$ cat src/rtl/core/probability_vector_rank_engine_assert.svh
// ----------------------------------------------------------------------------
// Assertion macros for the probability vector rank engine
// Clocked, reset-gated implication checks used at the end of the top level.
// ----------------------------------------------------------------------------
`ifndef PROBABILITY_VECTOR_RANK_ENGINE_ASSERT_SVH
`define PROBABILITY_VECTOR_RANK_ENGINE_ASSERT_SVH

// Consequent checked in the same cycle as the antecedent.
`define PVRE_ASSERT_SAME(label, clk, rst, ante, cons) \
   label: assert property (@(posedge clk) disable iff (rst) (ante) |-> (cons)) \
      else $error("pvre same-cycle check failed");

// Consequent checked in the cycle after the antecedent.
`define PVRE_ASSERT_NEXT(label, clk, rst, ante, cons) \
   label: assert property (@(posedge clk) disable iff (rst) (ante) |=> (cons)) \
      else $error("pvre next-cycle check failed");

`endif

$ cat src/rtl/core/pvre_pkg.sv
// ----------------------------------------------------------------------------
// pvre_pkg
// Types and constants shared by the probability vector rank engine.
// ----------------------------------------------------------------------------
package pvre_pkg;

   localparam int VALUE_W = 16;   // Q1.15 probability
   localparam int INDEX_W = 5;    // reported index and position field
   localparam int LEN_W   = 6;    // active length register and scan index

   localparam logic [VALUE_W-1:0] ONE_Q15   = 16'd32768;
   localparam logic [LEN_W-1:0]   LEN_RESET = 6'd32;

   localparam logic [1:0] KIND_WRITE = 2'd0;
   localparam logic [1:0] KIND_AVG   = 2'd1;
   localparam logic [1:0] KIND_QUERY = 2'd2;

   typedef struct packed {
      logic [1:0]         kind;
      logic [INDEX_W-1:0] position;
      logic [VALUE_W-1:0] value;
   } req_type;

   typedef struct packed {
      logic [INDEX_W-1:0] max_index;
      logic [VALUE_W-1:0] max_value;
      logic [INDEX_W-1:0] min_index;
      logic [VALUE_W-1:0] min_value;
      logic [INDEX_W-1:0] rank_index;
      logic [VALUE_W-1:0] rank_value;
      logic               rank_valid;
   } rsp_type;

   typedef struct packed {
      logic gt_a;   // q > a
      logic lt_b;   // q < b
      logic eq_b;   // q == b
   } cmp_flags_type;

   typedef enum logic [3:0] {
      ST_CLEAR,
      ST_IDLE,
      ST_UPD_RD,
      ST_UPD_WR,
      ST_MM,
      ST_RK_P,
      ST_RK_PW,
      ST_RK_Q,
      ST_DONE
   } seq_state_type;

endpackage

$ cat src/rtl/core/probability_vector_rank_engine.sv
// ----------------------------------------------------------------------------
// probability_vector_rank_engine
// Probability vector with update, min/max scan and order-statistic query.
// ----------------------------------------------------------------------------
// Use:
//   Command channel: present req_data and raise start; the transfer happens
//   on the edge where start is high and busy is low. busy then stays high
//   until the result has been shown.
//   Result channel: rsp_data is valid for exactly one cycle, marked by
//   rsp_strobe. The receiver cannot stall; it must take the transfer then.
//   Config channel: csr_valid/csr_ready write active_length; csr_ready is
//   always high. Write it only while the block is idle.
// Sequence (L = active length after clamping to 1..DEPTH):
//   write item:   update write, average item: update read then write;
//   min/max pass: all L elements through the single RAM read port;
//   query item:   adds a rank pass, one outer element at a time, each
//                 streaming all L elements through the compare unit;
//                 the pass stops at the first element of that rank;
//   then the strobe state.
// Reset: the vector RAM is cleared by a pass over all DEPTH entries,
//   one a cycle, busy high; config writes are taken during that pass.
// ----------------------------------------------------------------------------
`include "probability_vector_rank_engine_assert.svh"

module probability_vector_rank_engine
   import pvre_pkg::*;
#(
   parameter int DEPTH = 32
) (
   input  logic             clock,
   input  logic             reset,
   input  logic             start,
   output logic             busy,
   input  req_type          req_data,
   output logic             rsp_strobe,
   output rsp_type          rsp_data,
   input  logic             csr_valid,
   output logic             csr_ready,
   input  logic [LEN_W-1:0] csr_data
);

   localparam int ADDR_W = $clog2(DEPTH);

   // Sequencer and control registers
   seq_state_type      state_ff, state_in;
   logic [ADDR_W-1:0]  clr_addr_ff, clr_addr_in;
   logic [LEN_W-1:0]   csr_len_ff, csr_len_in;
   logic               dv_ff, dv_in;

   // Item and scan registers
   logic [1:0]         kind_ff, kind_in;
   logic [INDEX_W-1:0] pos_ff, pos_in;
   logic [VALUE_W-1:0] val_ff, val_in;
   logic [LEN_W-1:0]   iss_ff, iss_in;
   logic [LEN_W-1:0]   tag_ff, tag_in;
   logic [VALUE_W-1:0] max_v_ff, max_v_in;
   logic [VALUE_W-1:0] min_v_ff, min_v_in;
   logic [LEN_W-1:0]   max_i_ff, max_i_in;
   logic [LEN_W-1:0]   min_i_ff, min_i_in;
   logic [LEN_W-1:0]   less_ff, less_in;
   logic [LEN_W-1:0]   leq_ff, leq_in;
   logic [LEN_W-1:0]   outer_ff, outer_in;
   logic [VALUE_W-1:0] p_ff, p_in;
   logic [LEN_W-1:0]   rk_i_ff, rk_i_in;
   logic [VALUE_W-1:0] rk_v_ff, rk_v_in;
   logic               rk_ok_ff, rk_ok_in;

   // RAM port and compare unit signals
   logic               ram_we;
   logic [ADDR_W-1:0]  ram_waddr;
   logic [VALUE_W-1:0] ram_wdata;
   logic [ADDR_W-1:0]  ram_raddr;
   logic [VALUE_W-1:0] ram_rdata;
   logic [VALUE_W-1:0] cmp_a;
   logic [VALUE_W-1:0] cmp_b;
   cmp_flags_type      flags;

   // Derived control
   logic [LEN_W-1:0]   len;
   logic               accept;
   logic               req_pos_ok;
   logic               pos_ok;
   logic               issue;
   logic               last_data;
   logic [LEN_W-1:0]   less_fin;
   logic [LEN_W-1:0]   leq_fin;
   logic               found;
   logic [VALUE_W-1:0] req_val_sat;
   logic [VALUE_W-1:0] avg_val;

   // Result properties watched by the checks at the end
   logic               rsp_order_ok;
   logic               rsp_rank_zero;

   // Clamp the length register to 1..DEPTH.
   always_comb begin
      if (csr_len_ff == '0) begin
         len = LEN_W'(1);
      end else if (int'(csr_len_ff) > DEPTH) begin
         len = LEN_W'(DEPTH);
      end else begin
         len = csr_len_ff;
      end
   end

   assign accept      = start && (state_ff == ST_IDLE);
   assign req_pos_ok  = ({1'b0, req_data.position} < len);
   assign pos_ok      = ({1'b0, pos_ff} < len);
   assign issue       = (iss_ff < len);
   assign last_data   = dv_ff && (tag_ff == (len - LEN_W'(1)));
   assign less_fin    = less_ff + LEN_W'(flags.lt_b);
   assign leq_fin     = leq_ff + LEN_W'(flags.lt_b | flags.eq_b);
   assign found       = (less_fin <= {1'b0, pos_ff}) && ({1'b0, pos_ff} < leq_fin);
   assign req_val_sat = (req_data.value > ONE_Q15) ? ONE_Q15 : req_data.value;
   assign avg_val     = VALUE_W'(({1'b0, ram_rdata} + {1'b0, val_ff}) >> 1);

   // The compare unit sees the running max/min during the min/max pass and
   // the outer element during the rank pass.
   assign cmp_a = (state_ff == ST_RK_Q) ? p_ff : max_v_ff;
   assign cmp_b = (state_ff == ST_RK_Q) ? p_ff : min_v_ff;

   pvre_cmp u_cmp (
      .q     (ram_rdata),
      .a     (cmp_a),
      .b     (cmp_b),
      .flags (flags)
   );

   pvre_ram #(
      .WIDTH (VALUE_W),
      .DEPTH (DEPTH)
   ) u_ram (
      .clock (clock),
      .we    (ram_we),
      .waddr (ram_waddr),
      .wdata (ram_wdata),
      .raddr (ram_raddr),
      .rdata (ram_rdata)
   );

   // Next state
   always_comb begin
      state_in = state_ff;
      case (state_ff)
         ST_CLEAR: begin
            if (clr_addr_ff == ADDR_W'(DEPTH - 1)) begin
               state_in = ST_IDLE;
            end
         end
         ST_IDLE: begin
            if (start) begin
               if (req_pos_ok && (req_data.kind == KIND_WRITE)) begin
                  state_in = ST_UPD_WR;
               end else if (req_pos_ok && (req_data.kind == KIND_AVG)) begin
                  state_in = ST_UPD_RD;
               end else begin
                  state_in = ST_MM;
               end
            end
         end
         ST_UPD_RD: state_in = ST_UPD_WR;
         ST_UPD_WR: state_in = ST_MM;
         ST_MM: begin
            if (last_data) begin
               if ((kind_ff == KIND_QUERY) && pos_ok) begin
                  state_in = ST_RK_P;
               end else begin
                  state_in = ST_DONE;
               end
            end
         end
         ST_RK_P:  state_in = ST_RK_PW;
         ST_RK_PW: state_in = ST_RK_Q;
         ST_RK_Q: begin
            if (last_data) begin
               if (found || (outer_ff == (len - LEN_W'(1)))) begin
                  state_in = ST_DONE;
               end else begin
                  state_in = ST_RK_P;
               end
            end
         end
         ST_DONE:  state_in = ST_IDLE;
         default:  state_in = ST_IDLE;
      endcase
   end

   // Outputs of the sequencer: RAM ports and handshake
   always_comb begin
      busy      = 1'b1;
      rsp_strobe = 1'b0;
      ram_we    = 1'b0;
      ram_waddr = ADDR_W'(pos_ff);
      ram_wdata = val_ff;
      ram_raddr = ADDR_W'(iss_ff);
      case (state_ff)
         ST_CLEAR: begin
            ram_we    = 1'b1;
            ram_waddr = clr_addr_ff;
            ram_wdata = '0;
         end
         ST_IDLE: busy = 1'b0;
         ST_UPD_RD: ram_raddr = ADDR_W'(pos_ff);
         ST_UPD_WR: begin
            ram_we    = 1'b1;
            ram_wdata = (kind_ff == KIND_AVG) ? avg_val : val_ff;
         end
         ST_RK_P: ram_raddr = ADDR_W'(outer_ff);
         ST_DONE: rsp_strobe = 1'b1;
         default: begin
         end
      endcase
   end

   assign csr_ready = 1'b1;

   // Datapath next values
   always_comb begin
      clr_addr_in = clr_addr_ff;
      csr_len_in  = csr_len_ff;
      dv_in       = dv_ff;
      kind_in     = kind_ff;
      pos_in      = pos_ff;
      val_in      = val_ff;
      iss_in      = iss_ff;
      tag_in      = tag_ff;
      max_v_in    = max_v_ff;
      min_v_in    = min_v_ff;
      max_i_in    = max_i_ff;
      min_i_in    = min_i_ff;
      less_in     = less_ff;
      leq_in      = leq_ff;
      outer_in    = outer_ff;
      p_in        = p_ff;
      rk_i_in     = rk_i_ff;
      rk_v_in     = rk_v_ff;
      rk_ok_in    = rk_ok_ff;

      if (csr_valid) begin
         csr_len_in = csr_data;
      end

      case (state_ff)
         ST_CLEAR: clr_addr_in = clr_addr_ff + ADDR_W'(1);
         ST_IDLE: begin
            if (accept) begin
               kind_in  = req_data.kind;
               pos_in   = req_data.position;
               val_in   = req_val_sat;
               iss_in   = '0;
               dv_in    = 1'b0;
               rk_i_in  = '0;
               rk_v_in  = '0;
               rk_ok_in = 1'b0;
            end
         end
         ST_MM: begin
            // Stream elements: issue one address, consume the one read before.
            dv_in  = issue;
            tag_in = iss_ff;
            if (issue) begin
               iss_in = iss_ff + LEN_W'(1);
            end
            if (dv_ff) begin
               if (tag_ff == '0) begin
                  max_v_in = ram_rdata;
                  min_v_in = ram_rdata;
                  max_i_in = '0;
                  min_i_in = '0;
               end else begin
                  if (flags.gt_a) begin
                     max_v_in = ram_rdata;
                     max_i_in = tag_ff;
                  end
                  if (flags.lt_b) begin
                     min_v_in = ram_rdata;
                     min_i_in = tag_ff;
                  end
               end
            end
            if (last_data) begin
               iss_in   = '0;
               dv_in    = 1'b0;
               outer_in = '0;
               less_in  = '0;
               leq_in   = '0;
            end
         end
         ST_RK_PW: p_in = ram_rdata;
         ST_RK_Q: begin
            dv_in  = issue;
            tag_in = iss_ff;
            if (issue) begin
               iss_in = iss_ff + LEN_W'(1);
            end
            if (dv_ff) begin
               less_in = less_fin;
               leq_in  = leq_fin;
            end
            if (last_data) begin
               if (found) begin
                  rk_i_in  = outer_ff;
                  rk_v_in  = p_ff;
                  rk_ok_in = 1'b1;
               end
               // Advance to the next outer element and restart the counts.
               outer_in = outer_ff + LEN_W'(1);
               iss_in   = '0;
               dv_in    = 1'b0;
               less_in  = '0;
               leq_in   = '0;
            end
         end
         default: begin
         end
      endcase
   end

   // Control registers
   always_ff @(posedge clock) begin
      if (reset) begin
         state_ff    <= ST_CLEAR;
         clr_addr_ff <= '0;
         csr_len_ff  <= LEN_RESET;
         dv_ff       <= 1'b0;
      end else begin
         state_ff    <= state_in;
         clr_addr_ff <= clr_addr_in;
         csr_len_ff  <= csr_len_in;
         dv_ff       <= dv_in;
      end
   end

   // Payload registers
   always_ff @(posedge clock) begin
      kind_ff  <= kind_in;
      pos_ff   <= pos_in;
      val_ff   <= val_in;
      iss_ff   <= iss_in;
      tag_ff   <= tag_in;
      max_v_ff <= max_v_in;
      min_v_ff <= min_v_in;
      max_i_ff <= max_i_in;
      min_i_ff <= min_i_in;
      less_ff  <= less_in;
      leq_ff   <= leq_in;
      outer_ff <= outer_in;
      p_ff     <= p_in;
      rk_i_ff  <= rk_i_in;
      rk_v_ff  <= rk_v_in;
      rk_ok_ff <= rk_ok_in;
   end

   // Result payload; indices carry their low bits.
   always_comb begin
      rsp_data.max_index  = max_i_ff[INDEX_W-1:0];
      rsp_data.max_value  = max_v_ff;
      rsp_data.min_index  = min_i_ff[INDEX_W-1:0];
      rsp_data.min_value  = min_v_ff;
      rsp_data.rank_index = rk_i_ff[INDEX_W-1:0];
      rsp_data.rank_value = rk_v_ff;
      rsp_data.rank_valid = rk_ok_ff;
   end

   assign rsp_order_ok  = (rsp_data.min_value <= rsp_data.max_value)
                          && (rsp_data.max_value <= ONE_Q15);
   assign rsp_rank_zero = (rsp_data.rank_value == '0) && (rsp_data.rank_index == '0);

   // Assertions
   `PVRE_ASSERT_NEXT(a_accept_busy, clock, reset, start && !busy, busy)
   `PVRE_ASSERT_NEXT(a_strobe_single, clock, reset, rsp_strobe, !busy && !rsp_strobe)
   `PVRE_ASSERT_SAME(a_minmax_order, clock, reset, rsp_strobe, rsp_order_ok)
   `PVRE_ASSERT_SAME(a_rank_cleared, clock, reset, rsp_strobe && !rsp_data.rank_valid, rsp_rank_zero)

endmodule

$ cat src/rtl/core/pvre_ram.sv
// ----------------------------------------------------------------------------
// pvre_ram
// Generic simple dual-port RAM: one write port, one registered read port.
// ----------------------------------------------------------------------------
module pvre_ram #(
   parameter int WIDTH = 16,
   parameter int DEPTH = 32
) (
   input  logic                     clock,
   input  logic                     we,
   input  logic [$clog2(DEPTH)-1:0] waddr,
   input  logic [WIDTH-1:0]         wdata,
   input  logic [$clog2(DEPTH)-1:0] raddr,
   output logic [WIDTH-1:0]         rdata
);

   logic [WIDTH-1:0] mem_ff [DEPTH];
   logic [WIDTH-1:0] rdata_ff;

   always_ff @(posedge clock) begin
      if (we) begin
         mem_ff[waddr] <= wdata;
      end
      rdata_ff <= mem_ff[raddr];
   end

   assign rdata = rdata_ff;

endmodule

$ cat src/rtl/core/pvre_cmp.sv
// ----------------------------------------------------------------------------
// pvre_cmp
// Shared compare unit: tests one read element against two references.
// ----------------------------------------------------------------------------
module pvre_cmp
   import pvre_pkg::*;
(
   input  logic [VALUE_W-1:0] q,
   input  logic [VALUE_W-1:0] a,
   input  logic [VALUE_W-1:0] b,
   output cmp_flags_type      flags
);

   always_comb begin
      flags.gt_a = (q > a);
      flags.lt_b = (q < b);
      flags.eq_b = (q == b);
   end

endmodule

$ cat config.mk
export PLATFORM = sky130hd
export DESIGN_NAME = probability_vector_rank_engine
export DESIGN_NICKNAME = d
export VERILOG_FILES = /design/src/rtl/core/pvre_pkg.sv /design/src/rtl/core/probability_vector_rank_engine.sv /design/src/rtl/core/pvre_ram.sv /design/src/rtl/core/pvre_cmp.sv
export VERILOG_INCLUDE_DIRS = /design/src /design/src/rtl/core
export SDC_FILE = /design/constraint.sdc
export NUM_CORES = 1
export LEC_CHECK = 0
export BUFFER_PORTS_ARGS = -buffer_cell sky130_fd_sc_hd__buf_2
export CORE_UTILIZATION = 55
export DETAILED_ROUTE_END_ITERATION = 8
export GPL_ROUTABILITY_DRIVEN = 1
export PLACE_DENSITY = 0.84
export SLEW_MARGIN = 20
export SYNTH_ARGS = -nofsm -noshare
export SYNTH_HDL_FRONTEND = slang
export SYNTH_SLANG_ARGS = --single-unit
$ cat constraint.sdc
create_clock -name clock -period 5.39 [get_ports clock]
set_input_delay 0.539 -clock clock [delete_from_list [all_inputs] [get_ports clock]]
set_output_delay 0.539 -clock clock [all_outputs]
set_load 0.1 [all_outputs]
Yosys cells after proc, flatten, opt, wreduce, memory -nomap -nowiden. Memory sizes are Yosys's and may differ from the RTL's. A register that Yosys moved wholly into a read port is not among the register bits. Index checks and enable logic that the tools add are counted. Widths: inputs -> output; s select.

$add $sub $neg: 7. Order comparisons: 9. Equal/unequal tests: 23. Mux-type cells: 54. Bitwise operators: 1. Reductions and logical operators: 27.

Operator list (number): $mux 16 (10); $mux 6 (11); $pmux 16 s2 (2); $pmux 6 s2 (4); $pmux 4 s8 (1); $mux 5 (5); $mux 4 (6); $pmux 5 s2 (2); $lt 5x6->1 (3); $add 16x16->17 (1); $eq 16x16->1 (1); $eq 4x3->1 const B (4); $gt 16x16->1 (1); $gt 16x16->1 const B (1); $lt 16x16->1 (1); $reduce_and 3->1 (5); $add 6x1->6 (2); $add 6x1->6 const B (2); $eq 6x6->1 (2); $logic_not 6->1 (2); $ne 2x2->1 const B (6); $reduce_bool 2->1 (5); $mux 1 (9); $eq 4x2->1 const B (2); other kinds (22) (33).

Flip-flop bits (word level): 149. RAM bits: 512. Output and inout bits: 67. Memories: 1.

Memory list: u_ram.mem_ff (words 32, width 16, read ports 1, clocked after memory_dff 1, wr ports 1, RTL line pvre_ram.sv:17) `logic [WIDTH-1:0] mem_ff [DEPTH];`.

Logic depth before layout (Yosys ltp).
Depth after elaboration: 11. Gate-level depth with buffers: 25. Depth with buffers taken out: 23.

Cells and area by module. Synthesis repeated with hierarchy kept, for this count alone.

Cell total of the unflattened synthesis: 1962. Area total of the unflattened synthesis: 29082.9 um^2.

By module, submodules not included: pvre_ram (instances 1, cells each 1143, area an instance 20534.7 um^2, seq. area each 15695.1 um^2); probability_vector_rank_engine (instances 1, cells each 709, area an instance 7743.7 um^2, seq. area each 4314.1 um^2); pvre_cmp (instances 1, cells each 110, area an instance 804.5 um^2, seq. area each 0.0 um^2).

Worst setup path after synthesis. No wires, ideal clock.

Kind: register to register. From: reg state_ff[3]. To: reg rk_i_ff[0] (enable). Setup time: 0.408 ns. Arrival time: 5.214 ns. Path slack: -0.233 ns. Cell stages (with the launch flop): 24. Buffers on the path: 3. Period minus slack after synthesis: 5.623 ns. Cells stage by stage: dfxtp_1 > buf_4 > nand4b_1 > clkbuf_1 > clkbuf_1 > a21oi_1 > ha_1 > nor2b_1 > o21a_1 > o21ai_0 > a21oi_1 > o21ai_0 > a21oi_1 > o32ai_1 > ha_1 > ha_1 > nand3_1 > xor2_1 > ha_1 > a21oi_1 > o31ai_1 > a221oi_1 > a21oi_1 > a21oi_1.

Cells in the longest elaborated chain, start to end: 9.

Ends and longest elaborated chain: from (decl) (RTL line probability_vector_rank_engine.sv:45) `seq_state_type state_ff, state_in;`; from (signal assigned) (RTL line probability_vector_rank_engine.sv:327) `state_ff <= state_in;`; $eq 4x3->1 (RTL line probability_vector_rank_engine.sv:120, probability_vector_rank_engine.sv:243); $mux 16 (RTL line probability_vector_rank_engine.sv:120) `assign cmp_b = (state_ff == ST_RK_Q) ? p_ff : min_v_ff;`; $lt 16x16->1 / $eq 16x16->1 (equally long branches) (RTL line pvre_cmp.sv:16, pvre_cmp.sv:17); $or 1x1->1 (RTL line probability_vector_rank_engine.sv:112) `assign leq_fin = leq_ff + LEN_W'(flags.lt_b | flags.eq_b);`; $add 6x1->6 (RTL line probability_vector_rank_engine.sv:112); $lt 5x6->1 (RTL line probability_vector_rank_engine.sv:113) `assign found = (less_fin <= {1'b0, pos_ff}) && ({1'b0, pos_ff} < leq_fin);`; $logic_and 1x1->1 (RTL line probability_vector_rank_engine.sv:113); $ne 2x2->1 (no source line); $reduce_and 4->1 (no source line) *; to (signal assigned) (RTL line probability_vector_rank_engine.sv:349) `rk_i_ff <= rk_i_in;`; to (decl) (RTL line probability_vector_rank_engine.sv:64) `logic [LEN_W-1:0] rk_i_ff, rk_i_in;`.

Every way passes the cells marked *; elsewhere a longest branch is shown, timed or not. A chain may end at the register's enable or synchronous reset.

Worst setup path after layout.
From: reg state_ff[3]. To: reg rk_ok_ff (enable).

Cells in the longest elaborated chain, start to end: 9.

Ends and longest elaborated chain: $eq 4x3->1 (RTL line probability_vector_rank_engine.sv:120, probability_vector_rank_engine.sv:243); $mux 16 (RTL line probability_vector_rank_engine.sv:120); $lt 16x16->1 / $eq 16x16->1 (equally long branches) (RTL line pvre_cmp.sv:16, pvre_cmp.sv:17); $or 1x1->1 (RTL line probability_vector_rank_engine.sv:112); $add 6x1->6 (RTL line probability_vector_rank_engine.sv:112); $lt 5x6->1 (RTL line probability_vector_rank_engine.sv:113); $logic_and 1x1->1 (RTL line probability_vector_rank_engine.sv:113); $ne 2x2->1 (no source line); $reduce_and 4->1 (no source line) *; to (signal assigned) (RTL line probability_vector_rank_engine.sv:351) `rk_ok_ff <= rk_ok_in;`; to (decl) (RTL line probability_vector_rank_engine.sv:66) `logic rk_ok_ff, rk_ok_in;`.

Marked as above.

==> flow_results.xml <==
<?xml version="1.0" encoding="UTF-8"?>
<metrics>
  <group name="synth">
    <metric name="number_of_warnings_printed_during_yosys_synthesis" unit="">0</metric>
    <metric name="syn-instance-count" unit="">2121</metric>
    <metric name="yosysUniqueCellTypes" unit="">71</metric>
    <metric name="synth_largest_area_cell" unit="">edfxtp_1</metric>
    <metric name="yosysTopAreaCellShare" unit="%">68.1</metric>
    <metric name="synth_edf_count" unit="">645</metric>
    <metric name="synth-seq-area-share" unit="%">70.3</metric>
    <metric name="async_reset_ff_share" unit="%">0</metric>
    <metric name="synthTopCellsByArea" unit="">edfxtp_1, nand2_1, ha_1</metric>
    <metric name="syn_area_per_cell" unit="um^2">13.4</metric>
    <metric name="ys.flop_type" unit="">edfxtp_1</metric>
    <metric name="synth.net_count" unit="">2233</metric>
    <metric name="total_of_flip_flops_plus_latches_after_synthesis" unit="">677</metric>
    <metric name="synthesized_cell_area" unit="um^2">28500</metric>
  </group>
  <group name="cts">
    <metric name="clk_transition_reported_paths" unit="ns">0.06</metric>
    <metric name="cts_max_path_buffers" unit="">3</metric>
    <metric name="clkLatencyLatePin" unit="ns">0.67</metric>
    <metric name="htree_depth" unit="">2</metric>
    <metric name="cts_setup_buffers" unit="">0</metric>
    <metric name="clock_tree.root_cell" unit="">clkbuf_16</metric>
    <metric name="cts_made_buffers" unit="">61</metric>
    <metric name="cts_sinks" unit="">677</metric>
    <metric name="tritoncts" unit="">done</metric>
  </group>
  <group name="critical_path">
    <metric name="worstReg2RegStart" unit="">state_ff[3]</metric>
    <metric name="critPathLaunchType" unit="">register</metric>
    <metric name="worst-endpoint-required" unit="ns">5.70</metric>
    <metric name="r2r_cells" unit="">23</metric>
    <metric name="end_kind" unit="">register</metric>
    <metric name="kind_of_critical_path" unit="">register to register</metric>
    <metric name="critPathMaxFanout" unit="">22</metric>
    <metric name="r2r_slack" unit="ns">0.44</metric>
    <metric name="arrival" unit="ns">5.25</metric>
    <metric name="worst_r2r_endpoint" unit="">rk_ok_ff</metric>
  </group>
  <group name="power">
    <metric name="ir_drop" unit="mV">0.307</metric>
    <metric name="internal_portion_of_total_power" unit="mW">8.31</metric>
    <metric name="power.share.switching" unit="%">19.6</metric>
    <metric name="p_sw" unit="mW">2.03</metric>
    <metric name="power" unit="mW">10.3</metric>
    <metric name="power_frac_seq" unit="%">55.5</metric>
    <metric name="power-per-cell-area" unit="nW/um^2">322</metric>
    <metric name="leakage_power" unit="nW">11.6</metric>
    <metric name="share_clk_of_total_power" unit="%">43.1</metric>
    <metric name="combPwrFrac" unit="%">1.4</metric>
  </group>
  <group name="detailed_routing">
    <metric name="ant_nets" unit="">0</metric>
    <metric name="via_count" unit="">18900</metric>
    <metric name="route.detailed.drc" unit="">0</metric>
    <metric name="detail_route.wl_per_cell" unit="um">24.3</metric>
    <metric name="drt-initial-drc-count" unit="">2477</metric>
    <metric name="drt_pass1_iterations" unit="">8</metric>
    <metric name="detail_route.vias_per_cell" unit="">6.35</metric>
    <metric name="finalWirelength" unit="um">72100</metric>
  </group>
  <group name="die">
    <metric name="effective_utilization_at_floorplan" unit="%">56.3</metric>
    <metric name="floorplan.die.width" unit="um">229</metric>
    <metric name="die_y" unit="um">229</metric>
    <metric name="coreArea" unit="um^2">50600</metric>
    <metric name="die-area" unit="um^2">52700</metric>
    <metric name="row_count" unit="">82</metric>
    <metric name="number_of_placed_i_o_pins" unit="">100</metric>
  </group>
  <group name="hold_path">
    <metric name="hold_path_startpoint" unit="">req_data[22]</metric>
    <metric name="type_of_the_worst_min_delay_path" unit="">input port to register</metric>
    <metric name="worstHoldEndpoint" unit="">kind_ff[1]</metric>
    <metric name="holdPathStages" unit="">1</metric>
  </group>
  <group name="timing">
    <metric name="setup_repair_after_global_routing_missed_its_margin" unit="">false</metric>
    <metric name="fin_worst_skew" unit="ns">0.0420</metric>
    <metric name="tns" unit="ns">0</metric>
    <metric name="drv_slew" unit="">0</metric>
    <metric name="post_route_fraction_of_the_period_consumed_by_the_critical_path" unit="%">91.8</metric>
    <metric name="maxClockFrequency" unit="GHz">0.202</metric>
    <metric name="period_minus_slack" unit="ns">4.95</metric>
    <metric name="worst_pin_slew" unit="ns">1.17</metric>
    <metric name="slew_headroom" unit="%">22.0</metric>
    <metric name="final-setup-viol-count" unit="">0</metric>
    <metric name="report.final.hold_viol_count" unit="">0</metric>
  </group>
  <group name="place">
    <metric name="placed_cells" unit="">2855</metric>
    <metric name="hpwl" unit="um">44100</metric>
    <metric name="place.gp.congestion" unit="">0.890</metric>
    <metric name="buffer_ports.inserted" unit="">98</metric>
  </group>
  <group name="layout">
    <metric name="final_nets" unit="">2358</metric>
    <metric name="postLayoutCoreUtil" unit="%">63.5</metric>
    <metric name="filler_free_cell_count_of_the_finished_design" unit="">2971</metric>
    <metric name="drive_above_1_share" unit="%">13.1</metric>
    <metric name="fill_cells" unit="">3444</metric>
    <metric name="areaGrowthSynthToFinish" unit="%">12.9</metric>
  </group>
  <group name="grt">
    <metric name="grt_total_usage" unit="%">27.3</metric>
    <metric name="first_global_vias" unit="">18500</metric>
    <metric name="grt_antenna_before_repair" unit="">2</metric>
    <metric name="grt_first_pass_wirelength" unit="um">108000</metric>
    <metric name="global_route.overflow_total" unit="">0</metric>
    <metric name="grt_start_max_net_pins" unit="">82</metric>
  </group>
  <group name="run_status">
    <metric name="run_status" unit="">finished clean</metric>
  </group>
  <group name="flow_run">
    <metric name="cap_viol_max_count" unit="">0</metric>
  </group>
</metrics>
[worst max path at each step]
| stage | slack (ns) | start | endpoint |
|---|---|---|---|
| after floorplan | 0.24 | state_ff[3] | rk_i_ff[0] |
| after global placement | 0.52 | state_ff[3] | rk_v_ff[10] |
| after detailed placement | 0.34 | state_ff[3] | rk_v_ff[8] |
| after CTS | 0.32 | state_ff[3] | rk_i_ff[2] |
| after global routing | 0.05 | state_ff[3] | rk_i_ff[0] |
| final | 0.44 | state_ff[3] | rk_ok_ff |
[cells in the final DEF (no fill, tap or decap), types with 6 or more instances in the layout]
| cell | instances |
|---|---|
| o21a_1 | 6 |
| o21ai_2 | 12 |
| nand2_1 | 433 |
| xor2_1 | 20 |
| dfxtp_1 | 32 |
| buf_4 | 69 |
| xnor2_1 | 16 |
| buf_12 | 6 |
| nor3_1 | 10 |
| and2_1 | 23 |
| inv_1 | 27 |
| mux2i_1 | 70 |
| buf_2 | 98 |
| clkbuf_16 | 62 |
| nand4_1 | 7 |
| clkbuf_1 | 9 |
| and3_1 | 16 |
| o211ai_1 | 8 |
| nand3_1 | 164 |
| o21ai_0 | 14 |
| ha_1 | 78 |
| clkinv_1 | 11 |
| a31oi_1 | 74 |
| bufinv_16 | 8 |
| a32oi_1 | 65 |
| nor2_1 | 88 |
| clkinv_2 | 16 |
| a211oi_1 | 6 |
| edfxtp_1 | 645 |
| nor2b_1 | 27 |
| a21oi_1 | 51 |
| nor4_1 | 20 |
| a21o_1 | 7 |
[metrics by stage]
stage                     area [um^2]  setup slack, ns  hold WS (ns)
after global routing            32100           0.0513        0.0798
after CTS                       32100            0.317        0.0711
final                           32100            0.444        0.0953
after floorplan                 28500            0.241         0.477
after global placement          30000            0.521         0.494
after detailed placement        30000            0.338         0.492
[cells in the mapped netlist, drive strengths merged, types with 3 or more instances]
cell and instances:
xor2 20, xnor3 4, nor3 10, ha 78
o21ai 28, nor4 21, a21oi 52, buf 52
o31ai 6, and3 16, dfxtp 32, clkbuf 59
xnor2 16, nand3 164, and2 26, nor4b 4
mux2i 70, o21a 6, a31o 3, a211o 4
inv 27, o211ai 8, a22oi 4, a21o 7
nand3b 5, nor2b 27, nand4 7, o21bai 3
a32oi 65, a211oi 6, nor2 92, nand2 434
edfxtp 645, a31oi 74, o211a 5, nand2b 5
[cells by family (layout without fill, tap and decap cells)]
kind of cell | after synthesis | count (layout) | share of synthesized area, %
compound gates | 294 | 294 | 7.20
xor+xnor | 40 | 40 | 1.42
fa+ha+maj | 79 | 79 | 3.50
buf+inv | 139 | 316 | 2.22
flops | 677 | 677 | 70.3
mux | 70 | 70 | 2.46
other cells | 1 | 2 | 0.0132
simple gates | 821 | 821 | 12.9
[registers in the layout, indices dropped and copies added, names as in the netlist, 16 cells and up]
name and flops:
val_ff 16, max_v_ff 16, rk_v_ff 16, min_v_ff 16, p_ff 16, u_ram.rdata 16, u_ram.mem_ff 512
[cell type report]
cell class              instances  area, um^2  share of cell area, %
clock buffers                  74        1630                   5.06
multi-input cells            1305        7950                   24.7
clock inverters                41         455                   1.42
repair buffers                173        1130                   3.51
inverters                      28         105                  0.327
well taps                     672         841                   2.62
flip-flops and latches        677       20000                   62.3
diodes                          1        2.50                0.00779
[layer usage]
metal	routed length [um]	vias to the layer above	GRT usage [%]
li1	-	8220	-
met3	8310	225	6.70
met5	31	-	0
met1	25900	9128	34.6
met4	3610	4	13.5
met2	34300	1275	44.1
[critical path, cell delays in order (launching register included)]
cell,delay (ns)
dfxtp_1,0.31
nand4b_1,0.18
inv_1,0.12
buf_4,0.20
and2_1,0.20
a21oi_1,0.06
ha_1,0.31
o21a_1,0.11
o21ai_0,0.17
a21oi_1,0.09
o21ai_0,0.26
a21oi_1,0.14
o32ai_1,0.23
ha_1,0.27
ha_1,0.19
nand3_1,0.10
xor2_1,0.20
ha_1,0.27
a21oi_1,0.12
o31ai_1,0.11
a221oi_2,0.38
a21oi_1,0.15
a21oi_2,0.11
buf_4,0.31
[power groups by stage]
stage | registers, mW | logic [mW] | clock network [mW]
after floorplan | 5.85 | 0.0843 | 0
after global placement | 5.86 | 0.134 | 0
after detailed placement | 5.86 | 0.141 | 0
after CTS | 5.75 | 0.143 | 4.48
after global routing | 5.75 | 0.155 | 4.68
final | 5.75 | 0.145 | 4.45
[repair_timing]
action / 4_1_cts / 5_1_grt
endpoints found under the setup margin: 0 / 22
resized for setup: 0 / 1
hold buffers: 0 / 0
No activity file was read; power rests on OpenSTA's default activity.
